$ cat config.mk
export PLATFORM = sky130hd
export DESIGN_NAME = ttb_front
export DESIGN_NICKNAME = d
export VERILOG_FILES = /design/src/design/ttb_pkg.sv /design/src/design/ttb_front.sv
export SDC_FILE = /design/constraint.sdc
export NUM_CORES = 1
export LEC_CHECK = 0
export ABC_CLOCK_PERIOD_IN_PS = 7290
export BUFFER_PORTS_ARGS = -buffer_cell sky130_fd_sc_hd__buf_2
export CAP_MARGIN = 30
export CELL_PAD_IN_SITES_DETAIL_PLACEMENT = 1
export CELL_PAD_IN_SITES_GLOBAL_PLACEMENT = 1
export CORE_MARGIN = 2
export CORE_UTILIZATION = 44
export CTS_CLUSTER_SIZE = 25
export DETAILED_ROUTE_END_ITERATION = 8
export PLACE_DENSITY = 0.8
export SLEW_MARGIN = 25
export SYNTH_ARGS = -nofsm -noshare
export SYNTH_HDL_FRONTEND = slang
export SYNTH_SLANG_ARGS = --single-unit
$ cat constraint.sdc
create_clock -name clk -period 7.29 [get_ports clk]
set_input_delay 1.0935 -clock clk [delete_from_list [all_inputs] [get_ports clk]]
set_output_delay 1.0935 -clock clk [all_outputs]
set_load 0.005 [all_outputs]
$ cat src/design/ttb_pkg.sv
`default_nettype none
package ttb_pkg;

    localparam int VERTEX_SLOTS = 256;
    localparam int SLOT_W       = 8;
    localparam int ADDR_W       = $clog2(VERTEX_SLOTS);
    localparam int COORD_W      = 16;
    localparam int POS_W        = 3 * COORD_W;
    localparam int TEX_W        = 2 * COORD_W;
    localparam int DIFF_W       = COORD_W + 1;
    localparam int PROD_W       = 2 * DIFF_W;
    localparam int TERM_W       = PROD_W + 1;
    localparam int MAG_W        = TERM_W;
    localparam int NORM_W       = 31;
    localparam int SHIFT_MAX    = MAG_W - NORM_W;
    localparam int SQ_W         = 64;
    localparam int ROOT_W       = 32;
    localparam int UNIT_SHIFT   = 14;
    localparam int UNIT_ONE     = 1 << UNIT_SHIFT;
    localparam int OUT_W        = 16;
    localparam int QUOT_W       = 16;
    localparam int NUM_W        = NORM_W + UNIT_SHIFT + 1;
    localparam int REM_W        = ROOT_W + 1;
    localparam int TERMS        = 7;
    localparam int MUL_STEPS    = 2 * TERMS;
    localparam int STEP_W       = $clog2(MUL_STEPS);
    localparam int Q_DEPTH      = 2;
    localparam int QP_W         = $clog2(Q_DEPTH);
    localparam int QC_W         = $clog2(Q_DEPTH + 1);

    localparam logic ACT_LOAD = 1'b0;
    localparam logic ACT_TRI  = 1'b1;

    typedef struct packed {
        logic                      action;
        logic [SLOT_W-1:0]         vertex_slot;
        logic signed [COORD_W-1:0] pos_x;
        logic signed [COORD_W-1:0] pos_y;
        logic signed [COORD_W-1:0] pos_z;
        logic signed [COORD_W-1:0] tex_u;
        logic signed [COORD_W-1:0] tex_v;
        logic [SLOT_W-1:0]         first_index;
        logic [SLOT_W-1:0]         second_index;
        logic [SLOT_W-1:0]         third_index;
        logic                      final_triangle;
    } item_t;

    typedef struct packed {
        logic signed [COORD_W-1:0] px;
        logic signed [COORD_W-1:0] py;
        logic signed [COORD_W-1:0] pz;
        logic signed [COORD_W-1:0] tu;
        logic signed [COORD_W-1:0] tv;
    } vertex_t;

    typedef struct packed {
        logic                     start;
        logic signed [TERM_W-1:0] c0;
        logic signed [TERM_W-1:0] c1;
        logic signed [TERM_W-1:0] c2;
    } norm_req_t;

    typedef struct packed {
        logic                    done;
        logic                    zero;
        logic signed [OUT_W-1:0] o0;
        logic signed [OUT_W-1:0] o1;
        logic signed [OUT_W-1:0] o2;
    } norm_rsp_t;

    typedef enum logic [3:0] {
        B_IDLE, B_RD0, B_RD1, B_RD2, B_RD3, B_DIFF, B_MUL,
        B_NORM_T, B_WAIT_T, B_NORM_B, B_WAIT_B, B_OUT
    } back_state_t;

    typedef enum logic [2:0] {
        N_IDLE, N_SHIFT, N_SQ, N_SQRT, N_DSET, N_DIV, N_DONE
    } norm_state_t;

endpackage
`default_nettype wire

$ cat src/design/ttb_front.sv
`default_nettype none
module ttb_front (
    input  wire logic                              clk,
    input  wire logic                              rst_n,
    input  wire logic                              item_valid,
    output logic                                   item_stall,
    input  wire logic                              action,
    input  wire logic [ttb_pkg::SLOT_W-1:0]        vertex_slot,
    input  wire logic signed [ttb_pkg::COORD_W-1:0] pos_x,
    input  wire logic signed [ttb_pkg::COORD_W-1:0] pos_y,
    input  wire logic signed [ttb_pkg::COORD_W-1:0] pos_z,
    input  wire logic signed [ttb_pkg::COORD_W-1:0] tex_u,
    input  wire logic signed [ttb_pkg::COORD_W-1:0] tex_v,
    input  wire logic [ttb_pkg::SLOT_W-1:0]        first_index,
    input  wire logic [ttb_pkg::SLOT_W-1:0]        second_index,
    input  wire logic [ttb_pkg::SLOT_W-1:0]        third_index,
    input  wire logic                              final_triangle,
    output ttb_pkg::item_t                         head,
    output logic                                   head_valid,
    input  wire logic                              pop
);

    localparam int QP = ttb_pkg::QP_W;
    localparam int QC = ttb_pkg::QC_W;

    ttb_pkg::item_t  qmem_reg [ttb_pkg::Q_DEPTH];
    ttb_pkg::item_t  incoming;
    logic [QP-1:0]   wr_ptr_reg, wr_ptr_next;
    logic [QP-1:0]   rd_ptr_reg, rd_ptr_next;
    logic [QC-1:0]   count_reg, count_next;
    logic            push, take;

    // classify: keep only the fields that the item kind uses
    always_comb
    begin
        incoming = '0;
        incoming.action = action;
        if (action == ttb_pkg::ACT_LOAD)
        begin
            incoming.vertex_slot = vertex_slot;
            incoming.pos_x       = pos_x;
            incoming.pos_y       = pos_y;
            incoming.pos_z       = pos_z;
            incoming.tex_u       = tex_u;
            incoming.tex_v       = tex_v;
        end
        else
        begin
            incoming.first_index    = first_index;
            incoming.second_index   = second_index;
            incoming.third_index    = third_index;
            incoming.final_triangle = final_triangle;
        end
    end

    assign item_stall = (count_reg == QC'(ttb_pkg::Q_DEPTH));
    assign push       = item_valid && !item_stall;
    assign head_valid = (count_reg != '0);
    assign take       = pop && head_valid;
    assign head       = qmem_reg[rd_ptr_reg];

    always_comb
    begin
        wr_ptr_next = wr_ptr_reg;
        rd_ptr_next = rd_ptr_reg;
        count_next  = count_reg;
        if (push)
        begin
            wr_ptr_next = (wr_ptr_reg == QP'(ttb_pkg::Q_DEPTH - 1)) ? '0 : wr_ptr_reg + 1'b1;
        end
        if (take)
        begin
            rd_ptr_next = (rd_ptr_reg == QP'(ttb_pkg::Q_DEPTH - 1)) ? '0 : rd_ptr_reg + 1'b1;
        end
        if (push && !take)
        begin
            count_next = count_reg + 1'b1;
        end
        else if (take && !push)
        begin
            count_next = count_reg - 1'b1;
        end
    end

    always_ff @(posedge clk or negedge rst_n)
    begin
        if (!rst_n)
        begin
            wr_ptr_reg <= '0;
            rd_ptr_reg <= '0;
            count_reg  <= '0;
        end
        else
        begin
            wr_ptr_reg <= wr_ptr_next;
            rd_ptr_reg <= rd_ptr_next;
            count_reg  <= count_next;
        end
    end

    always_ff @(posedge clk)
    begin
        if (push)
        begin
            qmem_reg[wr_ptr_reg] <= incoming;
        end
    end

endmodule
`default_nettype wire

* Word level (Yosys, flattened, before mapping)
Memories as Yosys holds them, arrays and structs flattened. Cells that the tools add are included.
Operators by class: add/sub/neg operators 4, eq/ne operators 1, mux-type cells 8, reductions and logical operators 9
Operator list (number):
- 2-to-1 mux 88 bit | 1
- 2-to-1 mux 25 bit | 1
- logical AND 1 bit | 4
- 2-to-1 mux 1 bit | 4
- 2-to-1 mux 2 bit | 2
- nonzero test 2 bit | 2
- zero test 1 bit | 3
- adder 1 bit (second input constant) | 2
- adder 2 x 1 -> 2 bit (second input constant) | 1
- equality test 2 bit (second input constant) | 1
- subtractor 2 x 1 -> 2 bit (second input constant) | 1
Storage, ports and cells: bits in registers 4, RAM bits 228, input port bits 118, output and inout port bits 116, logic and storage cells 26, memories 1
Memory list:
- qmem_reg | words 2, bits a word 114, read ports 1, clocked after memory_dff 0, write ports 1, RTL line ttb_front.sv:26 | ttb_pkg::item_t qmem_reg [ttb_pkg::Q_DEPTH];

* Depth between registers and ports, before layout
word-level depth 7, gate-level depth with buffers 7, depth with buffers taken out 7

* Least setup slack after synthesis
Ideal clock, no wire load.
path type in2reg, from input port item_valid, to memory qmem_reg[0][0] (netlist name), enable pin, library setup time 0.588 ns, arrival 5.923 ns, slack 0.779 ns, stages on the path 2, buffers on the path 0, path through nand2_1 > nor2_1
Between the ends: word-level cells in the longest chain between the ends 3
RTL lines:
- start, declared | RTL line ttb_front.sv:5 | input wire logic item_valid,
- logical AND 1 bit | RTL line ttb_front.sv:57 | assign push = item_valid && !item_stall;
- 2-to-1 mux 1 bit | RTL line ttb_front.sv:103 | if (push)
- 2-to-1 mux 1 bit (implied by the code) | RTL line ttb_front.sv:105 | qmem_reg[wr_ptr_reg] <= incoming;
- end, declared | RTL line ttb_front.sv:26
Every way passes these cells.

==> run summary <==
The run finished with clean final reports. The total routing usage reported by global routing is 17.2%, and the worst clock skew on the final layout is 9.89 ps. In this run, CTS created clock tree buffers numbering 25. In the final layout, the share of cells above drive strength 1 is 51.5%.

The logs give 1 for the depth of the CTS H-tree and 174 for the number of design-rule violations left by the first detailed-router iteration. For the routability-driven placement congestion ratio, the log shows 0.774. The clock drives 232 sinks.

The highest fanout seen on the critical path was 53; the core footprint was 21000 µm². The part of the Yosys area used for sequential elements was 73.8%. The sequential cells in the finished layout cover a total of 6950 µm². The worst setup path is captured at a primary output.

After synthesis the cells add up to 9420 µm². The number of routed nets with antenna violations is 0, and the total of flip-flops plus latches after synthesis is 232. The logs give 256 MHz for the highest clock frequency the design can meet and 3700 ps for the pre-CTS setup slack. The class of the most critical hold timing path was in -> async. For the estimated wirelength of the detail-placed design, the log shows 13.4 mm.

In this run the critical register-to-register path is launched from count_reg[0]$_DFFE_PN0P_. Global routing finished with a remaining overflow of 0. For the number of iterations in the first detailed-routing pass, the log shows 4. The number of cells on the worst reg-to-reg path is 4. The ratio of routed vias to standard cells was 4.90. The worst supply voltage drop on vdd came out at 0.231 mV. Tracing the worst setup path back leads to its startpoint at rd_ptr_reg$_DFFE_PN0P_. For the maximum clock insertion buffer count, the log shows 3. The first global-routing pass estimated 29.7 mm of wire. The initial utilization of the core area, before any placement, comes to 44.8%. Counting the fill cells in the layout gives 2014.

In this design, the stage delay of the slowest critical-path cell is 960 ps. The critical path data required time is 6200 ps. The final critical path takes up 53.6% of the cycle.

Average cell area after synthesis: 18.9 µm². For this design, the CTS-stage hold fixing added 0 buffers. For this run, design rule violations remaining after detail routing come to 0.

The type of the worst setup path was reg -> out. The shortest period the worst path allows came out at 3910 ps. Number of library cell types mapped by synthesis: 20. Number of flip-flops under the largest register name: 228. Setup repair after global routing left no endpoint under its margin. The number of warnings issued by yosys is 0, and the final max-slew violation count is 0. Power spread over the standard cell area amounts to 379 nW/µm². The area enclosed by the die boundary is 22600 µm², and the final critical-path setup slack is 3380 ps. CTS placed an instance of clkbuf_16 at the clock tree root. For the pin with the worst max-slew slack, the measured transition is 834 ps. The synthesized netlist cell count was 499; the number of nets in the synthesized netlist was 618.

Clock-pin slew was measured on the worst setup and hold paths at 60 ps. The total negative setup slack came out at 0 ps. The tools report the hold violation total from the final report as 0.

Summed over all cells, the static leakage comes to 4.67 nW. Summed over all layers, the routed wires come to 20.0 mm. The floorplan step set the die height to 150 µm. The signal on the critical path passes through buf_4 -> buf_16 -> mux2_2 -> buf_2. Total of buffers placed on input and output ports: 233. The critical path launch point type is a flop.

For the worst setup path, the data arrival time is 2820 ps. In this run the tightest slew margin relative to its limit is 44.4%. Buffers added to address setup during post-CTS repair amount to 0. The number of global-route vias before repair came out at 5484. TritonCTS built the clock tree.

The tool flagged a number of max-cap violations equal to 0. Entering global routing, the biggest net connects 77 pins. The boundary pin count was 234. Setup violations remaining at the end of the flow were counted as 0. Initial antenna violation count: 2. Detailed routing inserted a total of 5069 vias.

Summing all multi-input logic gate instances after layout gives 2320 µm². In this run, post-CTS repair resized a total of 0 instances. At the later pin of the worst-skew pair, clock insertion delay measures 510 ps. At the end of the flow, the number of nets in the layout was 860. For this design, the slowest cell found on the critical path is dfrtp_4.

Dividing the detail-routed wire length by the instance count gives 19.4 µm. The post-synthesis to final-layout area growth came out at 24.3%. The horizontal die dimension came out at 150 µm. The floorplan has 53 rows.

The tools report the final hold slack as 383 ps.
-- Yosys cell counts (all sizes together) --
| cell | count | area (µm²) |
|---|---|---|
| and2b | 30 | 225 |
| edfxtp | 228 | 6850 |
| ha | 1 | 12.5 |
| inv | 2 | 7.51 |
| and2 | 25 | 156 |
| nand2 | 2 | 7.51 |
| dfrtp | 4 | 100 |
| nor2b | 58 | 363 |
| nand2b | 1 | 6.26 |
| xor2 | 2 | 17.5 |
| buf | 15 | 121 |
| mux2 | 114 | 1470 |
| clkbuf | 10 | 37.5 |
| or2 | 1 | 6.26 |
| nor2 | 2 | 7.51 |
| xnor2 | 3 | 26.3 |
| and3 | 1 | 6.26 |
-- metal layers --
layer	global-route usage, %	vias up	part of all wire, %
met4	7.36	4	4.1
li1	-	2336	-
met2	30.4	173	51
met5	0	-	0.12
met3	3.67	49	5.4
met1	20.1	2507	39
-- cells in the final DEF, fill, tap and decap left out, types with 2 or more instances in the layout --
master,instances
and2_1,25
and2b_1,30
buf_16,4
buf_2,232
buf_4,3
bufinv_16,2
clkbuf_1,7
clkbuf_16,25
clkbuf_8,3
clkinv_1,4
clkinv_2,2
dfrtp_1,3
diode_2,2
edfxtp_1,228
inv_1,2
mux2_2,64
mux2_4,50
nand2_1,2
nor2b_1,58
xnor2_1,3
xor2_1,2
-- layout make-up --
type,count,share of cell area (%)
Timing Repair Buffer,240,11.1
Sequential cell,232,59.4
Clock buffer,35,5.92
Multi-Input combinational cell,240,19.8
Tap cell,275,2.94
Clock inverter,8,0.727
Antenna cell,2,0.0427
Inverter,2,0.0641
-- worst paths after layout --
check | end | slack [ps]
worst min register to register | count_reg[1]$_DFFE_PN0P_ | 510
worst max-delay path | head[100] | 3380
max in group asynchronous | rd_ptr_reg$_DFFE_PN0P_ | 6760
worst min-delay path | wr_ptr_reg$_DFFE_PN0P_ | 380
worst max register to register | qmem_reg[0][57]$_DFFE_PP_ | 4810
min in group clk | count_reg[1]$_DFFE_PN0P_ | 510
-- critical path, delay by kind of cell, from the launching register on --
family | cells | cell delay (ps)
muxes | 1 | 390
DFF | 1 | 960
buffers and inverters | 3 | 890
-- per-stage QoR --
stage / cells / cell area [µm²] / utilization [%] / total power [W]
floorplan: 499 / 9420 / - / 0.00280
global placement: 985 / 10800 / 51.4 / 0.00319
detailed placement: 987 / 10900 / 51.7 / 0.00327
CTS: 1030 / 11600 / 55.4 / 0.00449
global route: 1032 / 11700 / 55.7 / 0.00465
finish: 1034 / 11700 / 55.7 / 0.00444
-- cell families (layout without fill, tap and decap cells) --
family	count (synthesis)	after routing	synth area share, %
adder cells (fa/ha/maj)	1	1	0.133
buffers and inverters	27	285	1.77
AND/OR/NAND/NOR	120	120	8.26
XOR/XNOR	5	5	0.465
other	0	2	0
flip-flops	232	232	73.8
multiplexers	114	114	15.6
-- power by group --
part | switching (W) | total (W) | internal (W) | leakage (nW)
Sequential | 0.000155 | 0.00200 | 0.00184 | 2.21
Clock | 0.000478 | 0.00120 | 0.000726 | 0.380
Combinational | 0.000568 | 0.00124 | 0.000674 | 2.07
Total | 0.00120 | 0.00444 | 0.00324 | 4.67
Power figures use the tool's default switching activity.
