$ cat config.mk
export PLATFORM = sky130hd
export DESIGN_NAME = ttb_norm
export DESIGN_NICKNAME = d
export VERILOG_FILES = /design/src/design/ttb_pkg.sv /design/src/design/ttb_norm.sv
export SDC_FILE = /design/constraint.sdc
export NUM_CORES = 2
export LEC_CHECK = 0
export CAP_MARGIN = 20
export CORE_ASPECT_RATIO = 1.75
export CORE_MARGIN = 5
export CORE_UTILIZATION = 50
export DETAILED_ROUTE_END_ITERATION = 16
export DONT_BUFFER_PORTS = 1
export PLACE_DENSITY = 0.74
export SLEW_MARGIN = 0
export SYNTH_ARGS = -nofsm -noshare
export SYNTH_HDL_FRONTEND = slang
export SYNTH_SLANG_ARGS = --single-unit
$ cat constraint.sdc
create_clock -name clk -period 20.4 [get_ports clk]
set_input_delay 4.08 -clock clk [delete_from_list [all_inputs] [get_ports clk]]
set_output_delay 4.08 -clock clk [all_outputs]
set_load 0.1 [all_outputs]
$ cat src/design/ttb_pkg.sv
`default_nettype none
package ttb_pkg;

    localparam int VERTEX_SLOTS = 256;
    localparam int SLOT_W       = 8;
    localparam int ADDR_W       = $clog2(VERTEX_SLOTS);
    localparam int COORD_W      = 16;
    localparam int POS_W        = 3 * COORD_W;
    localparam int TEX_W        = 2 * COORD_W;
    localparam int DIFF_W       = COORD_W + 1;
    localparam int PROD_W       = 2 * DIFF_W;
    localparam int TERM_W       = PROD_W + 1;
    localparam int MAG_W        = TERM_W;
    localparam int NORM_W       = 31;
    localparam int SHIFT_MAX    = MAG_W - NORM_W;
    localparam int SQ_W         = 64;
    localparam int ROOT_W       = 32;
    localparam int UNIT_SHIFT   = 14;
    localparam int UNIT_ONE     = 1 << UNIT_SHIFT;
    localparam int OUT_W        = 16;
    localparam int QUOT_W       = 16;
    localparam int NUM_W        = NORM_W + UNIT_SHIFT + 1;
    localparam int REM_W        = ROOT_W + 1;
    localparam int TERMS        = 7;
    localparam int MUL_STEPS    = 2 * TERMS;
    localparam int STEP_W       = $clog2(MUL_STEPS);
    localparam int Q_DEPTH      = 2;
    localparam int QP_W         = $clog2(Q_DEPTH);
    localparam int QC_W         = $clog2(Q_DEPTH + 1);

    localparam logic ACT_LOAD = 1'b0;
    localparam logic ACT_TRI  = 1'b1;

    typedef struct packed {
        logic                      action;
        logic [SLOT_W-1:0]         vertex_slot;
        logic signed [COORD_W-1:0] pos_x;
        logic signed [COORD_W-1:0] pos_y;
        logic signed [COORD_W-1:0] pos_z;
        logic signed [COORD_W-1:0] tex_u;
        logic signed [COORD_W-1:0] tex_v;
        logic [SLOT_W-1:0]         first_index;
        logic [SLOT_W-1:0]         second_index;
        logic [SLOT_W-1:0]         third_index;
        logic                      final_triangle;
    } item_t;

    typedef struct packed {
        logic signed [COORD_W-1:0] px;
        logic signed [COORD_W-1:0] py;
        logic signed [COORD_W-1:0] pz;
        logic signed [COORD_W-1:0] tu;
        logic signed [COORD_W-1:0] tv;
    } vertex_t;

    typedef struct packed {
        logic                     start;
        logic signed [TERM_W-1:0] c0;
        logic signed [TERM_W-1:0] c1;
        logic signed [TERM_W-1:0] c2;
    } norm_req_t;

    typedef struct packed {
        logic                    done;
        logic                    zero;
        logic signed [OUT_W-1:0] o0;
        logic signed [OUT_W-1:0] o1;
        logic signed [OUT_W-1:0] o2;
    } norm_rsp_t;

    typedef enum logic [3:0] {
        B_IDLE, B_RD0, B_RD1, B_RD2, B_RD3, B_DIFF, B_MUL,
        B_NORM_T, B_WAIT_T, B_NORM_B, B_WAIT_B, B_OUT
    } back_state_t;

    typedef enum logic [2:0] {
        N_IDLE, N_SHIFT, N_SQ, N_SQRT, N_DSET, N_DIV, N_DONE
    } norm_state_t;

endpackage
`default_nettype wire

$ cat src/design/ttb_norm.sv
`default_nettype none
module ttb_norm (
    input  wire logic               clk,
    input  wire logic               rst_n,
    input  ttb_pkg::norm_req_t      req,
    output ttb_pkg::norm_rsp_t      rsp
);

    localparam int TW = ttb_pkg::TERM_W;
    localparam int MW = ttb_pkg::MAG_W;
    localparam int NW = ttb_pkg::NORM_W;
    localparam int SW = ttb_pkg::SQ_W;
    localparam int RW = ttb_pkg::ROOT_W;
    localparam int XW = ttb_pkg::REM_W;
    localparam int QW = ttb_pkg::QUOT_W;
    localparam int UW = ttb_pkg::NUM_W;
    localparam int OW = ttb_pkg::OUT_W;

    ttb_pkg::norm_state_t state_reg, state_next;

    logic [MW-1:0]        mag_reg [3];
    logic [2:0]           neg_reg;
    logic [NW-1:0]        m_reg [3];
    logic                 zero_reg;
    logic [SW-1:0]        acc_reg;
    logic [SW-1:0]        root_reg;
    logic [SW-1:0]        bit_reg;
    logic [1:0]           k_reg;
    logic [RW-1:0]        rem_reg;
    logic [QW-1:0]        low_reg;
    logic [QW-1:0]        quot_reg;
    logic [$clog2(QW)-1:0] cnt_reg;
    logic signed [OW-1:0] o_reg [3];

    logic [MW-1:0]        orv;
    logic [2:0]           sh;
    logic [SW-1:0]        rb;
    logic [RW-1:0]        len;
    logic [UW-1:0]        num;
    logic [XW-1:0]        trial;
    logic                 ge;
    logic [QW-1:0]        qnew;
    logic [QW-1:0]        qclamp;

    // shift so that every magnitude fits below 2^31
    always_comb
    begin
        orv = mag_reg[0] | mag_reg[1] | mag_reg[2];
        sh  = '0;
        for (int i = 1; i <= ttb_pkg::SHIFT_MAX; i++)
        begin
            if (orv[NW - 1 + i])
            begin
                sh = 3'(i);
            end
        end
    end

    assign rb    = root_reg + bit_reg;
    assign len   = root_reg[RW-1:0];
    assign num   = (UW'(m_reg[k_reg]) << ttb_pkg::UNIT_SHIFT) + UW'(len >> 1);
    assign trial = {rem_reg, low_reg[QW-1]};
    assign ge    = (trial >= XW'(len));
    assign qnew  = {quot_reg[QW-2:0], ge};
    assign qclamp = (qnew > QW'(ttb_pkg::UNIT_ONE)) ? QW'(ttb_pkg::UNIT_ONE) : qnew;

    always_comb
    begin
        state_next = state_reg;
        case (state_reg)
            ttb_pkg::N_IDLE:  if (req.start) state_next = ttb_pkg::N_SHIFT;
            ttb_pkg::N_SHIFT: state_next = (orv == '0) ? ttb_pkg::N_DONE : ttb_pkg::N_SQ;
            ttb_pkg::N_SQ:    if (k_reg == 2'd2) state_next = ttb_pkg::N_SQRT;
            ttb_pkg::N_SQRT:  if (bit_reg == SW'(1)) state_next = ttb_pkg::N_DSET;
            ttb_pkg::N_DSET:  state_next = ttb_pkg::N_DIV;
            ttb_pkg::N_DIV:
            begin
                if (cnt_reg == ($clog2(QW))'(QW - 1))
                begin
                    state_next = (k_reg == 2'd2) ? ttb_pkg::N_DONE : ttb_pkg::N_DSET;
                end
            end
            ttb_pkg::N_DONE:  state_next = ttb_pkg::N_IDLE;
            default:          state_next = ttb_pkg::N_IDLE;
        endcase
    end

    always_comb
    begin
        rsp.done = (state_reg == ttb_pkg::N_DONE);
        rsp.zero = zero_reg;
        rsp.o0   = o_reg[0];
        rsp.o1   = o_reg[1];
        rsp.o2   = o_reg[2];
    end

    always_ff @(posedge clk or negedge rst_n)
    begin
        if (!rst_n)
        begin
            state_reg <= ttb_pkg::N_IDLE;
        end
        else
        begin
            state_reg <= state_next;
        end
    end

    always_ff @(posedge clk)
    begin
        case (state_reg)
            ttb_pkg::N_IDLE:
            begin
                neg_reg    <= {req.c2[TW-1], req.c1[TW-1], req.c0[TW-1]};
                mag_reg[0] <= req.c0[TW-1] ? MW'(-req.c0) : MW'(req.c0);
                mag_reg[1] <= req.c1[TW-1] ? MW'(-req.c1) : MW'(req.c1);
                mag_reg[2] <= req.c2[TW-1] ? MW'(-req.c2) : MW'(req.c2);
            end
            ttb_pkg::N_SHIFT:
            begin
                zero_reg <= (orv == '0);
                for (int i = 0; i < 3; i++)
                begin
                    m_reg[i] <= NW'(mag_reg[i] >> sh);
                end
                acc_reg <= '0;
                k_reg   <= '0;
            end
            ttb_pkg::N_SQ:
            begin
                acc_reg  <= acc_reg + SW'(m_reg[k_reg]) * SW'(m_reg[k_reg]);
                k_reg    <= k_reg + 1'b1;
                root_reg <= '0;
                bit_reg  <= SW'(1) << (SW - 2);
            end
            ttb_pkg::N_SQRT:
            begin
                if (acc_reg >= rb)
                begin
                    acc_reg  <= acc_reg - rb;
                    root_reg <= (root_reg >> 1) + bit_reg;
                end
                else
                begin
                    root_reg <= root_reg >> 1;
                end
                bit_reg <= bit_reg >> 2;
                k_reg   <= '0;
            end
            ttb_pkg::N_DSET:
            begin
                // quotient fits in QW bits, so the top part is already below len
                rem_reg  <= RW'(num >> QW);
                low_reg  <= num[QW-1:0];
                quot_reg <= '0;
                cnt_reg  <= '0;
            end
            ttb_pkg::N_DIV:
            begin
                rem_reg  <= ge ? RW'(trial - XW'(len)) : trial[RW-1:0];
                low_reg  <= low_reg << 1;
                quot_reg <= qnew;
                cnt_reg  <= cnt_reg + 1'b1;
                if (cnt_reg == ($clog2(QW))'(QW - 1))
                begin
                    o_reg[k_reg] <= neg_reg[k_reg] ? -OW'(qclamp) : OW'(qclamp);
                    k_reg        <= k_reg + 1'b1;
                end
            end
            default:
            begin
            end
        endcase
    end

endmodule
`default_nettype wire

-- After elaboration in Yosys (flattened, before gate mapping)
Memories as Yosys holds them, arrays and structs flattened. A register that Yosys moved wholly into a read port is not among the register bits.
Cells that the tools add are included.
- output and inout port bits: 50
- memories kept: 3
- bits in registers: 268
- bits of input ports: 108
- word-level logic and storage cells: 98
- RAM bits: 246
- memories (name ; words ; width ; rd ports ; clocked after Yosys merged registers in ; write ports ; RTL line ; RTL):
    mag_reg ; 3 ; 35 ; 3 ; 0 ; 3 ; ttb_norm.sv:21 ; logic [MW-1:0] mag_reg [3];
    m_reg ; 3 ; 31 ; 1 ; 1 ; 3 ; ttb_norm.sv:23 ; logic [NW-1:0] m_reg [3];
    o_reg ; 3 ; 16 ; 3 ; 0 ; 1 ; ttb_norm.sv:33 ; logic signed [OW-1:0] o_reg [3];
- shift operators: 3
- $lt $le $gt $ge: 4
- bitwise gates (word level): 2
- add/sub/neg operators: 12
- equality and inequality tests: 14
- multiplexer cells: 38
- $mul: 1
- reduce and logical (&&, ||, !) cells: 10
- operator list (operator ; count):
    case mux 64 bit (2 select lines) ; 2
    case mux 64 bit (3 select lines) ; 1
    2-to-1 mux 64 bit ; 2
    2-to-1 mux 35 bit ; 3
    negator 35 bit ; 3
    >> shifter 35 x 3 -> 31 bit ; 3
    bitwise OR 35 bit ; 2
    adder 63 x 64 -> 64 bit ; 1
    adder 64 x 62 -> 64 bit ; 1
    adder 64 bit ; 1
    equality test 64 x 1 -> 1 bit (second input constant) ; 1
    greater-or-equal comparator 64 bit ; 1
    case mux 32 bit (2 select lines) ; 1
    subtractor 64 bit ; 1
    multiplier 31 x 31 -> 62 bit ; 1
    adder 45 x 31 -> 46 bit ; 1
    logical NOT 35 bit ; 1
    greater-or-equal comparator 33 x 32 -> 1 bit ; 1
    2-to-1 mux 16 bit ; 2
    2-to-1 mux 32 bit ; 1
    case mux 16 bit (2 select lines) ; 1
    subtractor 32 bit ; 1
    case mux 15 bit (2 select lines) ; 1
    2-to-1 mux 3 bit ; 6
    23 further kinds ; 45

-- Depth between registers and ports, before layout
An unclocked memory read counts as a cell.
- word-level depth: 8
- gate-level depth with buffers: 37
- mapped depth without buffers: 30

-- Least setup slack after synthesis
Ideal clock, no wire load.
- path type: register to register
- start: register (tool-made name)
- end: register acc_reg[62] (data pin)
- required time: 20128 ps
- cell stages (with the launch flop): 33
- period minus slack after synthesis: 10034 ps
- arrival time: 9762 ps
- buffers on the path: 7
- setup slack: 10366 ps
- library setup time: 272 ps
- path through: dfxtp_1 clkbuf_1 buf_1 clkbuf_1 buf_1 mux2i_1 o21a_1 clkbuf_1 buf_1 nor2_1 fa_1 inv_1 fa_1 inv_1 fa_1 inv_1 fa_1 inv_1 fa_1 fa_1 fa_1 fa_1 ha_1 clkbuf_1 and4_1 nand3_1 or2_2 a31oi_1 o21ai_0 o31a_1 o21ai_0 a21oi_1 or4_1
- RTL lines (what ; RTL line ; RTL):
    to (signal assigned) ; ttb_norm.sv:131 ; acc_reg <= acc_reg + SW'(m_reg[k_reg]) * SW'(m_reg[k_reg]);
    to (signal assigned) ; ttb_norm.sv:140 ; acc_reg <= acc_reg - rb;
    to (decl) ; ttb_norm.sv:25 ; logic [SW-1:0] acc_reg;

==> run_results.csv <==
group,metric,value,unit
drt,postRouteAntennaNets,0,
floorplanning,placementRows,173,
timing,layout_min_cycle_time,11.65,ns
synthesis,synth_cells,7024,
timing,tightest_slew,1.23,ns
clock_network,holdBufCountCts,0,
timing,slew_headroom,17.6,%
clock_network,cts_tree,"done",
clock_network,clock-root-buffer,"clkbuf_16",
setup_path,start_kind,"register",
timing,period_share,57.1,%
setup_path,required,20.79,ns
clock_network,cts_buffers,52,
synthesis,yosysSeqAreaShare,22.9,%
global_routing,grt_use_total,32.4,%
setup_path,r2r_setup_slack,8.75,ns
global_routing,grt_max_degree,93,
timing,skew,0.0618,ns
setup_path,path_common_cell,"fa_1",
placed_design,place_congestion,1.01,
outcome,status,"completed",
placed_design,numPortBuffers,0,
synthesis,synth_fp_nets,8390,
final_layout,final_common_cell,"inv_1",
timing,whs,0.530,ns
floorplanning,core_area,127000,sq um
clock_network,htree_levels,2,
setup_path,crit_family,"adder cells",
synthesis,synth_seq_cells,484,
final_layout,final_cell_mix,"inv_1, nand2_1, fa_1",
clock_network,clock_path_buffers,3,
setup_path,reg2reg_depth,30,
setup_path,cp-end-kind,"register",
hold_path,hold_depth,2,
global_routing,grt_pass1_vias,55400,
drt,wl,221,mm
drt,wl_per_cell,25.8,um
drt,drc_errors,0,
global_routing,antenna_found_initial,3,
drt,drt_iter0_drc,4477,
floorplanning,dieArea,134000,sq um
setup_path,critPathMaxStageDelay,1.29,ns
setup_path,path_max_fanout,31,
floorplanning,dieWidth,279,um
hold_path,hold_class,"register to register",
drt,vias_per_cell,6.08,
global_routing,grt_pass1_wl,329,mm
timing,grt_setup_unrepaired,"no",
timing,report.final.slew_viol_count,0,
synthesis,synthTopCellsByArea,"fa_1, edfxtp_1, ha_1, inv_1, nand2_1",
final_layout,largest_register_ffs,105,
timing,timing_hold_violations_final,0,
final_layout,multi_input_area,43900,sq um
hold_path,hold_end,"low_reg[8]",
global_routing,grt-ovfl-total,0,
synthesis,synth.avg_cell_area,9.03,sq um
synthesis,synth_top_area_cell,"fa_1",
setup_path,cpMaxStageDelayCell,"clkinv_1",
hold_path,worstHoldStart,"low_reg[7]",
final_layout,area_growth,5.89,%
drt,vias,52200,
synthesis,syn_area,63400,sq um
clock_network,cts.sinks,484,
floorplanning,ioPinCount,158,
floorplanning,initial_core_util,50.1,%
placed_design,dp_hpwl,180,mm
final_layout,final_nets,8252,
drt,first_pass_iters,8,
synthesis,async_flop_share,0.620,%
setup_path,reg2reg_to,"acc_reg[56]",
synthesis,synth_warnings,0,
timing,final.setup.tns,0,ns
final_layout,regArea,14500,sq um
timing,max_clock_freq,85.8,MHz
clock_network,clk_latency,0.69,ns
final_layout,fill_cells,11600,
synthesis,synth_edf_count,479,
flow_run,maxCapViolCount,0,
synthesis,ys_types,80,
setup_path,cp_num_buf_inv,8,
setup_path,worst-endpoint-arrival,12.04,ns
synthesis,yosysTopAreaCellShare,25.3,%
clock_network,post-cts-setup-buffer-count,0,
synthesis,synth_flop_cell,"edfxtp_1",
clock_network,clkTransAtPathRegs,0.07,ns
final_layout,drive_above_1_share,4.07,%
setup_path,critPathKind,"register to register",
floorplanning,die_h,481,um
timing,setup_violations,0,
clock_network,cts_resized,0,
==> worst max-delay path by stage <==
stage,cells past startpoint,from,end,slack (ns)
finish,30,register,acc_reg[56],8.75
global route,30,register,acc_reg[56],8.52
CTS,30,register,acc_reg[56],9.01
floorplan,32,register,acc_reg[62],10.37
global placement,31,register,acc_reg[56],8.90
detailed placement,30,register,acc_reg[56],9.01
==> metrics by stage <==
step	worst slack (ns)	instances	util, %	cell area [sq um]
2_1_floorplan	10.37	7024	-	63400
3_3_place_gp	8.90	8492	51.6	65300
3_5_place_dp	9.01	8494	51.6	65300
4_1_cts	9.01	8591	53.0	67200
5_1_grt	8.52	8591	53.0	67200
6_report	8.75	8593	53.0	67200
==> synth_stat cells, drive strengths merged, types with 27 or more instances <==
cell,n
inv,1076
nand2,900
fa,802
nor2,563
edfxtp,479
ha,456
a21oi,370
o21ai,333
xnor2,299
clkbuf,254
a21o,131
nand3,103
xor2,100
nor3,96
a31oi,94
nand4,79
mux2i,69
nor4,56
o21a,56
a211oi,55
and3,54
o21bai,52
o31ai,49
buf,43
nand2b,35
and2,34
nor2b,34
or4,33
or3,27
==> area by class of cell <==
| cell class | instances | area share, % |
|---|---|---|
| Antenna cell | 2 | 0.00745 |
| Clock buffer | 59 | 1.98 |
| Clock inverter | 38 | 0.728 |
| Inverter | 1086 | 6.07 |
| Multi-Input combinational cell | 5157 | 65.3 |
| Sequential cell | 484 | 21.6 |
| Tap cell | 1662 | 3.10 |
| Timing Repair Buffer | 105 | 1.20 |
==> worst reg2reg max path: cells and delay by family, from the launching register on <==
kind	cells	cell delay [ns]
compound gates	9	3.55
simple gates	3	0.98
buf+inv	8	2.36
fa+ha+maj	9	3.92
mux	1	0.29
flops	1	0.31
==> layer usage <==
metal	part of all wire, %	track usage [%]	vias to the layer above
li1	-	-	23200
met1	30	30.4	25500
met2	51	58.6	2516
met3	6.6	5.56	1036
met4	13	31.0	4
met5	0.011	0	-
==> logic make-up (layout without fill, tap and decap cells) <==
| kind of cell | after synthesis | count (layout) | share of synthesized area [%] |
|---|---|---|---|
| and+or+nand+nor | 2067 | 2067 | 14.4 |
| buffers and inverters | 1383 | 1288 | 8.20 |
| AOI/OAI and AO/OA | 1356 | 1356 | 13.5 |
| adders and majority gates | 1259 | 1259 | 34.3 |
| DFF | 484 | 484 | 22.9 |
| xor gates and xnor gates | 399 | 399 | 5.51 |
| muxes | 76 | 76 | 1.21 |
| other | 0 | 2 | 0 |
Power is not shown: default switching activity piles up to over one toggle a cycle in this logic, so the estimate is an artifact.
