## src/design/ttb_ram.sv

```systemverilog
`default_nettype none
module ttb_ram #(
    parameter int WIDTH = 8,
    parameter int DEPTH = 16
) (
    input  wire logic                     clk,
    input  wire logic                     we,
    input  wire logic [$clog2(DEPTH)-1:0] waddr,
    input  wire logic [WIDTH-1:0]         wdata,
    input  wire logic [$clog2(DEPTH)-1:0] raddr,
    output logic      [WIDTH-1:0]         rdata
);

    logic [WIDTH-1:0] mem [DEPTH];

    always_ff @(posedge clk)
    begin
        if (we)
        begin
            mem[waddr] <= wdata;
        end
        rdata <= mem[raddr];
    end

endmodule
`default_nettype wire

```

## config.mk

```make
export PLATFORM = sky130hd
export DESIGN_NAME = ttb_ram
export DESIGN_NICKNAME = d
export VERILOG_FILES = /design/src/design/ttb_ram.sv
export SDC_FILE = /design/constraint.sdc
export NUM_CORES = 1
export LEC_CHECK = 0
export BUFFER_PORTS_ARGS = -buffer_cell sky130_fd_sc_hd__buf_2
export CORE_ASPECT_RATIO = 1.75
export CORE_MARGIN = 10
export CORE_UTILIZATION = 30
export DETAILED_ROUTE_END_ITERATION = 16
export HOLD_SLACK_MARGIN = 0.06
export SYNTH_ARGS = -nofsm -noshare
export SYNTH_HDL_FRONTEND = slang
export SYNTH_SLANG_ARGS = --single-unit
```

## constraint.sdc

```tcl
create_clock -name clk -period 2.9 [get_ports clk]
set_input_delay 0.29 -clock clk [delete_from_list [all_inputs] [get_ports clk]]
set_output_delay 0.29 -clock clk [all_outputs]
set_load 0.005 [all_outputs]
```

## Word level (Yosys, flattened, before mapping)

Memory sizes are Yosys's and may differ from the RTL's. A register that Yosys moved wholly into a read port is not among the register bits.
Index checks and enable logic that the tools add are counted.

| storage, ports and cells | value |
|---|---|
| register bits after elaboration | 0 |
| output and inout bits | 8 |
| memories kept | 1 |
| memory bits (writable) | 128 |
| input port bits | 18 |
| bits in read-only memories | 0 |
| bits in latches | 0 |
| word-level logic and storage cells | 3 |

| operators by class | value |
|---|---|
| add/sub/neg operators | 0 |
| div/mod/pow operators | 0 |
| bitwise logic cells | 0 |
| order comparisons | 0 |
| shift-type cells | 0 |
| equality and inequality tests | 0 |
| reductions and logical operators | 0 |
| multiply operators | 0 |
| multiplexer cells | 2 |

Memories:

| memory | words | width | read ports | clocked after memory_dff | wr ports | RTL line | text |
|---|---|---|---|---|---|---|---|
| mem | 16 | 8 | 1 | 1 | 1 | 14 | `logic [WIDTH-1:0] mem [DEPTH];` |

Operators with widths:

| operator | count |
|---|---|
| 2-to-1 mux 1 bit | 2 |

## Longest topological paths before layout

Gate-level depths: netlist of the first run.

| logic depth | value |
|---|---|
| depth in word-level cells | 2 |
| depth in mapped cells | 5 |
| mapped depth without buffers | 3 |

## Least setup slack after synthesis of the first run

Ideal clock, no wire load.

| timing | value |
|---|---|
| path kind | input port to flip-flop |
| from | input port waddr[2] |
| to | memory mem[0][0] (enable) |
| path buffers | 0 |
| setup slack | 1117 ps |
| setup time | 383 ps |
| stages on the path | 2 |
| arrival time | 1400 ps |
| cells stage by stage | or3b_2 -> nor3_1 |

RTL lines:

| item | RTL line | text |
|---|---|---|
| start, declared | 8 | `input wire logic [$clog2(DEPTH)-1:0] waddr,` |
| end, declared | 14 |  |

No word-level cell before the write port.

## Worst setup path after layout of the first run

| timing | value |
|---|---|
| from | input port waddr[2] |
| to | memory mem[3][6] (enable) |

No word-level cell before the write port.

==> results of run 1 <==
-- path summary, 6_finish.rpt --
path                         end  slack (ns)                start
max          mem[3][6]$_DFFE_PP_        1.39             waddr[2]
min          mem[5][0]$_DFFE_PP_        0.28             wdata[0]
max reg2reg     rdata[1]$_DFF_P_        1.54  mem[2][1]$_DFFE_PP_
min reg2reg     rdata[2]$_DFF_P_        0.67  mem[6][2]$_DFFE_PP_
-- cells in the final DEF, fill, tap and decap left out --
| cell | instances |
|---|---|
| a22oi_1 | 16 |
| and2_1 | 1 |
| and2b_1 | 1 |
| buf_12 | 1 |
| buf_2 | 25 |
| buf_4 | 9 |
| bufinv_16 | 2 |
| clkbuf_1 | 5 |
| clkbuf_16 | 17 |
| clkbuf_8 | 2 |
| clkinv_2 | 3 |
| clkinv_4 | 1 |
| clkinvlp_4 | 2 |
| dfxtp_1 | 8 |
| edfxtp_1 | 128 |
| mux4_1 | 14 |
| mux4_2 | 18 |
| nand2_1 | 9 |
| nand2b_1 | 2 |
| nand3_1 | 1 |
| nand3b_1 | 2 |
| nor2_1 | 13 |
| nor2b_1 | 1 |
| nor3_1 | 4 |
| or3b_2 | 1 |
-- layout make-up --
class,count,area (um^2)
clock buffer,24,472
timing repair buffer,35,213
multi-input combinational,83,1060
tap,227,284
sequential,136,4000
clock inverter,8,98.8
fill,1545,10800
-- metal layers --
metal	share of wire [%]	GRT usage, %	up-vias
met5	0	0	-
li1	-	-	1064
met1	39	10.2	1282
met2	55	16.3	67
met4	2.4	4.98	0
met3	3.6	2.62	12
-- state kept, by name, summed over array words and instances (netlist names) --
| register | cells |
|---|---|
| mem | 128 |
| rdata | 8 |
-- synthesized netlist by cell type --
| cell type | count | area (um^2) |
|---|---|---|
| edfxtp_1 | 128 | 3840 |
| mux4_2 | 18 | 405 |
| a22oi_1 | 16 | 120 |
| mux4_1 | 14 | 368 |
| nor2_1 | 13 | 48.8 |
| nand2_1 | 9 | 33.8 |
| dfxtp_1 | 8 | 160 |
| nor3_1 | 4 | 20.0 |
| buf_2 | 3 | 15.0 |
| buf_6 | 3 | 33.8 |
| clkdlybuf4s25_2 | 3 | 30.0 |
| nand2b_1 | 2 | 12.5 |
| nand3b_1 | 2 | 15.0 |
| and2_1 | 1 | 6.26 |
| and2b_1 | 1 | 7.51 |
| buf_4 | 1 | 7.51 |
| nand3_1 | 1 | 5.00 |
| nor2b_1 | 1 | 6.26 |
| or3b_2 | 1 | 8.76 |
-- cell families (layout without fill, tap and decap cells) --
family / after synthesis / count (layout) / synth area share [%]
simple gates: 35 / 35 / 3.18
compound gates: 16 / 16 / 2.33
buf+inv: 10 / 67 / 1.68
mux: 32 / 32 / 15.0
flops: 136 / 136 / 77.8
-- stage by stage --
| stage | hold WS, ns | cells |
|---|---|---|
| 2_1_floorplan | 0.389 | 229 |
| 3_3_place_gp | 0.652 | 481 |
| 3_5_place_dp | 0.667 | 481 |
| 4_1_cts | 0.260 | 513 |
| 5_1_grt | 0.278 | 513 |
| 6_report | 0.278 | 513 |
-- power groups by stage --
stage | registers, mW | clock network [mW] | logic [mW]
after floorplan | 2.25 | 0 | 0.112
after global placement | 2.25 | 0 | 0.200
after detailed placement | 2.25 | 0 | 0.204
after CTS | 2.21 | 2.07 | 0.204
after global routing | 2.22 | 2.17 | 0.217
final | 2.21 | 2.04 | 0.198
==> summary.md, run 1 <==
| Metric | Value |
|---|---|
| Worst-path cell chain | buf_2, or3b_2, nor2_1 |
| Pin count of the biggest net entering global routing | 33 |
| Root buffer cell | clkbuf_16 |
| Post-DP HPWL | 7040 um |
| P_sw | 863 uW |
| CTS sink count | 136 |
| Layout area overhead | 19.1% |
| Hold Buf Count CTS | 0 |
| H-tree levels | 4 |
| Routability cong. | 0.768 |
| Routed Antenna Nets | 0 |
| Router iterations before antenna repair | 4 |
| VDD IR max | 0.489 mV |
| Layout cell share with drive strength beyond 1 | 28.3% |
| RSZ-0062 raised after global routing | no |
| Final instance area | 6130 um^2 |
| Via Count | 2425 |
| Post-CTS Resized | 0 |
| Max clock buf depth | 2 |
| Die W | 119 um |
| CTS Buf Count | 17 |
| Max_cap viols | 0 |
| CTS tree | built |
| Clock Skews | 0.00637 ns |
| Cell Area, Synth | 5150 um^2 |
| Top Ports | 26 |
| Initial Util | 30.4% |
| # Post-CTS Setup Buffers | 0 |
| Critical path type | in2reg |
| CP Buf/Inv Count | 1 |
| Final Cycle Share | 52.1% |
| Worst setup SP type | input pin |
| Final TNS setup | 0 ns |
| DR WL/cell | 20.4 um |
| Final min period | 1.51 ns |
| Final hold violations | 0 |
| Max stage delay on crit path | 0.62 ns |
| WL final | 10500 um |
| Critical path fanouts, max | 8 |
| Arr. time, crit path | 1.54 ns |
| CP endpoint kind | flop |
| Post-Syn Nets | 247 |
| Mean post-synth cell area | 22.5 um^2 |
| Row count | 63 |
| Area post-placement | 5560 um^2 |
| Synth Register Bits | 136 |
| Hold/Removal Path Class | in2reg |
| First-pass GRT wire length | 15900 um |
| Die Ht | 193 um |
| CP Data Required Time | 2.93 ns |
| Fin util | 36.2% |
| Pwr Total | 4.45 mW |
| Hold depth | 1 |
| Nets | 291 |
| Core region area | 16900 um^2 |
| Endpoints failing setup | 0 |
| Total die area | 23000 um^2 |
| Dpl ws | 0.948 ns |
| Buffers on Ports | 25 |
| Global route total overflow | 0 |
| Pwr Density | 727 nW/um^2 |
| Max_slew headroom | 38.2% |
| Delay-heaviest family, CP | simple AND/OR/NAND/NOR gates |
| Gate Count Post-Synth | 229 |
| Switching share of power | 19.4% |
| Final WS setup | 1.39 ns |
| Worst-margin pin slew | 0.923 ns |
| # diodes | 0 |
| Initial antenna violation count | 0 |
| Comb pwr share | 4.5% |
| Post-synthesis sequential area ratio | 77.8% |
| Outcome | complete, no violations |
| CP Depth | 3 |
| Clock network power share | 45.8% |
| Max Freq | 661 MHz |
| Vias in the first global route | 2553 |
| Initial drt markers | 128 |
| Worst skew pair latency | 0.41 ns |
| Vias per cell | 4.73 |
| Int Pwr | 3.59 mW |
| Netlist cell types | 19 |
| Register share of total power | 49.7% |
| Leak Pwr | 2.03 nW |
| Reg clk slew, reported paths | 0.05 ns |
| Post-route DRC | 0 |
| R2R depth | 3 |
| Synth warn | 0 |
| Final Max Slew Viols | 0 |
| CP max-delay cell | nor2_1 |
| Total GRT Usage | 9.44% |
No activity file was read; power rests on OpenSTA's default activity.
==> run 2: changes to the inputs <==
==> constraint.sdc (replaced) <==
create_clock -name clk -period 1.43 [get_ports clk]
set_input_delay 0.143 -clock clk [delete_from_list [all_inputs] [get_ports clk]]
set_output_delay 0.143 -clock clk [all_outputs]
set_load 0.005 [all_outputs]
==> summary.md, run 2 (synthesis results as in run 1) <==
| Metric | Value |
|---|---|
| Cells after DPL | 498 |
| Via Count | 2441 |
| CP endpoint kind | flop |
| Vias in the first global route | 2609 |
| RSZ-0062 raised after global routing | no |
| Endpoints failing setup | 0 |
| Post-DP HPWL | 7350 um |
| Fillers | 1519 |
| Final hold violations | 0 |
| Max_cap viols | 0 |
| CP Data Required Time | 1.73 ns |
| M1 WL | 4100 um |
| VDD IR max | 0.615 mV |
| Hold/Removal Path Class | in2reg |
| Top Registers | mem x128, rdata x8 |
| Arr. time, crit path | 1.65 ns |
| Initial drt markers | 158 |
| Buffers on Ports | 25 |
| Reg clk slew, reported paths | 0.06 ns |
| CTS Buf Count | 17 |
| Router iterations before antenna repair | 4 |
| # diodes | 0 |
| Fin util | 37.4% |
| Initial antenna violation count | 1 |
| Vias per cell | 4.61 |
| Outcome | complete, no violations |
| Core region area | 16900 um^2 |
| Post-route DRC | 0 |
| Pwr Total | 9.50 mW |
| Final Max Slew Viols | 0 |
| Final min period | 1.35 ns |
| Top reg by flops | mem |
| Final Cycle Share | 94.4% |
| Hold WS | 0.116 ns |
| Top Metal Used | met5 |
| Commonest non-fill, non-tap cells in the layout | edfxtp_1, buf_2, buf_4 |
| Max_slew headroom | 50.8% |
| Pin count of the biggest net entering global routing | 33 |
| Critical path fanouts, max | 1 |
| Max clock buf depth | 2 |
| First-pass GRT wire length | 16300 um |
| Layout Cells excl Fill | 530 |
| Wire length on met2 | 5970 um |
| Routed Antenna Nets | 0 |
| Layout area overhead | 23.3% |
| WL final | 10600 um |
| Top Ports | 26 |
| Die W | 119 um |
| CTS sink count | 136 |
| Critical path type | reg2reg |
| Routability cong. | 0.759 |
| Clock Skews | 0.00796 ns |
| Total GRT Usage | 9.46% |
| Layout cell share with drive strength beyond 1 | 33.7% |
| Total die area | 23000 um^2 |
| DR WL/cell | 20.0 um |
| Worst setup SP type | flop |
| Max Freq | 741 MHz |
| Row count | 63 |
| Initial Util | 30.4% |
| Root buffer cell | clkbuf_16 |
| Area post-placement | 5720 um^2 |
| Commonest non-fill, non-tap cell in the layout | edfxtp_1 |
| Nets | 308 |
| Number of flip-flops under the largest register name | 128 |
| Final instance area | 6350 um^2 |
| Leak Pwr | 2.15 nW |
| Pwr Density | 1500 nW/um^2 |
| Die Ht | 193 um |
| Worst skew pair latency | 0.41 ns |
| H-tree levels | 4 |
| Worst-margin pin slew | 0.735 ns |
| Global route total overflow | 0 |
| CTS tree | built |
| DR WL met3 | 336 um |
[run 2: worst max-delay path, cell delays in order, from the launching register on]
cell      delay [ns]
edfxtp_1        0.36
mux4_1          0.56
a22oi_2         0.24
nand2_1         0.08
[run 2: per-layer routing]
metal	vias to the layer above	global-route usage [%]
li1	1098	-
met1	1273	9.79
met2	54	16.9
met3	14	2.92
met4	2	4.21
met5	-	0
[run 2: path summary, 6_finish.rpt]
check	startpoint	to	slack (ns)	depth (start not counted)
worst max-delay path	mem[1][3]$_DFFE_PP_	rdata[3]$_DFF_P_	0.08	3
worst min-delay path	wdata[6]	mem[5][6]$_DFFE_PP_	0.12	1
worst min register to register	mem[15][4]$_DFFE_PP_	rdata[4]$_DFF_P_	0.67	3
worst max register to register	mem[1][3]$_DFFE_PP_	rdata[3]$_DFF_P_	0.08	3
[run 2: per-stage QoR]
| stage | setup TNS [ns] | setup WS [ns] |
|---|---|---|
| 6_report | 0 | 0.0796 |
| 5_1_grt | 0 | 0.00245 |
| 4_1_cts | 0 | 0.0412 |
| 3_5_place_dp | -0.551 | -0.0993 |
| 3_3_place_gp | -0.402 | -0.0962 |
| 2_1_floorplan | 0 | 0.0209 |
[run 2: layout make-up]
cell class / instances / area (um^2) / share of cell area (%)
Clock buffer: 19 / 433 / 6.82
Tap cell: 227 / 284 / 4.48
Clock inverter: 13 / 193 / 3.04
Timing Repair Buffer: 52 / 365 / 5.76
Sequential cell: 136 / 4000 / 63.1
Multi-Input combinational cell: 83 / 1070 / 16.8
[run 2: timing repair]
item	4_1_cts	5_1_grt
buffers inserted	0	0
setup endpoints to repair	0	1
hold buffers	0	0
resized for setup	0	1
hold endpoints to repair	0	0
[run 2: report_power, final]
group	leakage (nW)	internal, mW	total, mW	switching [mW]
registers	1.22	4.46	4.48	0.0247
clock network	0.301	2.94	4.58	1.64
logic	0.626	0.197	0.435	0.238
total	2.15	7.60	9.50	1.90
==> run 3: changes to the inputs <==
--- a/config.mk
+++ b/config.mk
@@ -6,11 +6,14 @@
 export NUM_CORES = 1
 export LEC_CHECK = 0
 export BUFFER_PORTS_ARGS = -buffer_cell sky130_fd_sc_hd__buf_2
+export CELL_PAD_IN_SITES_DETAIL_PLACEMENT = 0
+export CELL_PAD_IN_SITES_GLOBAL_PLACEMENT = 1
 export CORE_ASPECT_RATIO = 1.75
-export CORE_MARGIN = 10
+export CORE_MARGIN = 1
 export CORE_UTILIZATION = 30
 export DETAILED_ROUTE_END_ITERATION = 16
 export HOLD_SLACK_MARGIN = 0.06
+export PLACE_DENSITY_LB_ADDON = 0.1
 export SYNTH_ARGS = -nofsm -noshare
 export SYNTH_HDL_FRONTEND = slang
 export SYNTH_SLANG_ARGS = --single-unit
==> summary.md, run 3 (synthesis results as in run 1) <==
| Metric | Value |
|---|---|
| Outcome | complete, no violations |
| Total die area | 17700 um^2 |
| Initial antenna violation count | 0 |
| Wire length on met2 | 6390 um |
| Final Cycle Share | 94.0% |
| Die Ht | 175 um |
| Cells after DPL | 503 |
| Top Registers | mem x128, rdata x8 |
| # diodes | 0 |
| Multi-input logic area | 1060 um^2 |
| Router iterations before antenna repair | 4 |
| Final hold violations | 0 |
| CP Buf/Inv Count | 0 |
| Post-DP HPWL | 7850 um |
| Pwr Density | 1470 nW/um^2 |
| CTS sink count | 136 |
| CP max-delay cell | mux4_1 |
| Routed Antenna Nets | 0 |
| Global route total overflow | 0 |
| VDD IR max | 0.593 mV |
| # Post-CTS Setup Buffers | 0 |
| WL final | 11400 um |
| Endpoints failing setup | 0 |
| Core region area | 16900 um^2 |
| CTS Buf Count | 17 |
| Row count | 63 |
| Max Freq | 744 MHz |
| Worst setup SP type | flop |
| Die W | 101 um |
| Total GRT Usage | 14.2% |
| Setup crit start | mem[3][5]$_DFFE_PP_ |
| Top reg by flops | mem |
| Number of flip-flops under the largest register name | 128 |
| DR WL met3 | 270 um |
| Reg2Reg Launch Point | mem[3][5]$_DFFE_PP_ |
| Max clock buf depth | 2 |
| Worst skew pair latency | 0.42 ns |
| Layout area overhead | 24.2% |
| Worst-margin pin slew | 0.818 ns |
| Vias per cell | 4.56 |
| Delay-heaviest family, CP | multiplexers |
| Clock Skews | 0.0119 ns |
| Arr. time, crit path | 1.64 ns |
| Commonest non-fill, non-tap cells in the layout | edfxtp_1, buf_4, buf_2 |
| Via Count | 2439 |
| Critical path type | reg2reg |
| First-pass GRT wire length | 17100 um |
| Final Max Slew Viols | 0 |
| Buffers on Ports | 25 |
| Post-route DRC | 0 |
| Clock network power share | 47.4% |
| Top Metal Used | met4 |
| Beginning of the worst hold path | wdata[1] |
| Hold Buf Count CTS | 0 |
| Switching share of power | 20.9% |
| FF+latch area | 4000 um^2 |
| Initial drt markers | 121 |
| Top Ports | 26 |
| Worst-path cell chain | mux4_1, a22oi_1, nand2_1 |
| Routability cong. | 0.834 |
| Post-CTS Resized | 0 |
| Register share of total power | 47.8% |
| Critical path fanouts, max | 1 |
| Max_cap viols | 0 |
| Layout cell share with drive strength beyond 1 | 35.1% |
| CP endpoint kind | flop |
| Final min period | 1.34 ns |
| Comb pwr share | 4.8% |
| Hold WS | 0.112 ns |
| Vias in the first global route | 2704 |
| RSZ-0062 raised after global routing | no |
| Root buffer cell | clkbuf_16 |
| Fillers | 1609 |
| M1 WL | 4540 um |
| Max stage delay on crit path | 0.48 ns |
| Leak Pwr | 2.17 nW |
| Layout Cells excl Fill | 535 |
| Commonest non-fill, non-tap cell in the layout | edfxtp_1 |
| Reg clk slew, reported paths | 0.07 ns |
| Final TNS setup | 0 ns |
| P_sw | 1.96 mW |
| CP Data Required Time | 1.73 ns |
| H-tree levels | 4 |
| Hold/Removal Path Class | in2reg |
| Initial Util | 30.5% |
| Max_slew headroom | 45.3% |
| Pin count of the biggest net entering global routing | 21 |
| Int Pwr | 7.42 mW |
| Nets | 313 |
| CTS tree | built |
| DR WL/cell | 21.3 um |
==> run 3: cell types whose count changed in the layout (fill, tap and decap cells not counted) <==
| cell | change |
|---|---|
| buf_12 | +3 |
| clkinv_4 | -2 |
| a22oi_2 | -1 |
| clkinv_1 | -1 |
| clkinvlp_4 | +3 |
| bufinv_16 | -1 |
| clkbuf_1 | -1 |
| a22oi_1 | +1 |
| buf_4 | +2 |
| clkinv_2 | +2 |
==> run 3: metrics by stage <==
step / util (%) / instance area (um^2) / power, mW / setup WS (ns)
2_1_floorplan: - / 5150 / 4.79 / 0.0209
3_3_place_gp: 34.3 / 5790 / 5.03 / -0.157
4_1_cts: 37.9 / 6390 / 9.49 / 0.0794
6_report: 37.9 / 6390 / 9.38 / 0.0854
5_1_grt: 37.9 / 6390 / 9.69 / 0.00313
3_5_place_dp: 34.3 / 5790 / 5.04 / -0.152
==> run 3: path summary, 6_finish.rpt <==
path,endpoint,slack [ns],cells after the start
worst max-delay path,rdata[5]$_DFF_P_,0.09,3
worst min-delay path,mem[15][1]$_DFFE_PP_,0.11,1
worst max register to register,rdata[5]$_DFF_P_,0.09,3
worst min register to register,rdata[4]$_DFF_P_,0.67,3
==> run 3: power by group through the flow <==
stage	Clock, mW	Sequential, mW	Combinational [mW]
after floorplan	0	4.56	0.227
after global placement	0	4.57	0.464
after detailed placement	0	4.57	0.468
after CTS	4.53	4.49	0.469
after global routing	4.71	4.49	0.497
final	4.44	4.48	0.453
==> run 3: layout make-up <==
cell class | instances | share of cell area (%)
sequential | 136 | 62.6
multi-input combinational | 83 | 16.6
timing repair buffer | 57 | 6.89
clock buffer | 18 | 6.71
tap | 227 | 4.44
clock inverter | 14 | 2.72
==> run 3: layer usage <==
metal	global-route usage [%]	up-vias
li1	-	1105
met1	16.1	1283
met2	25.5	44
met3	3.14	7
met4	5.98	0
met5	0	-
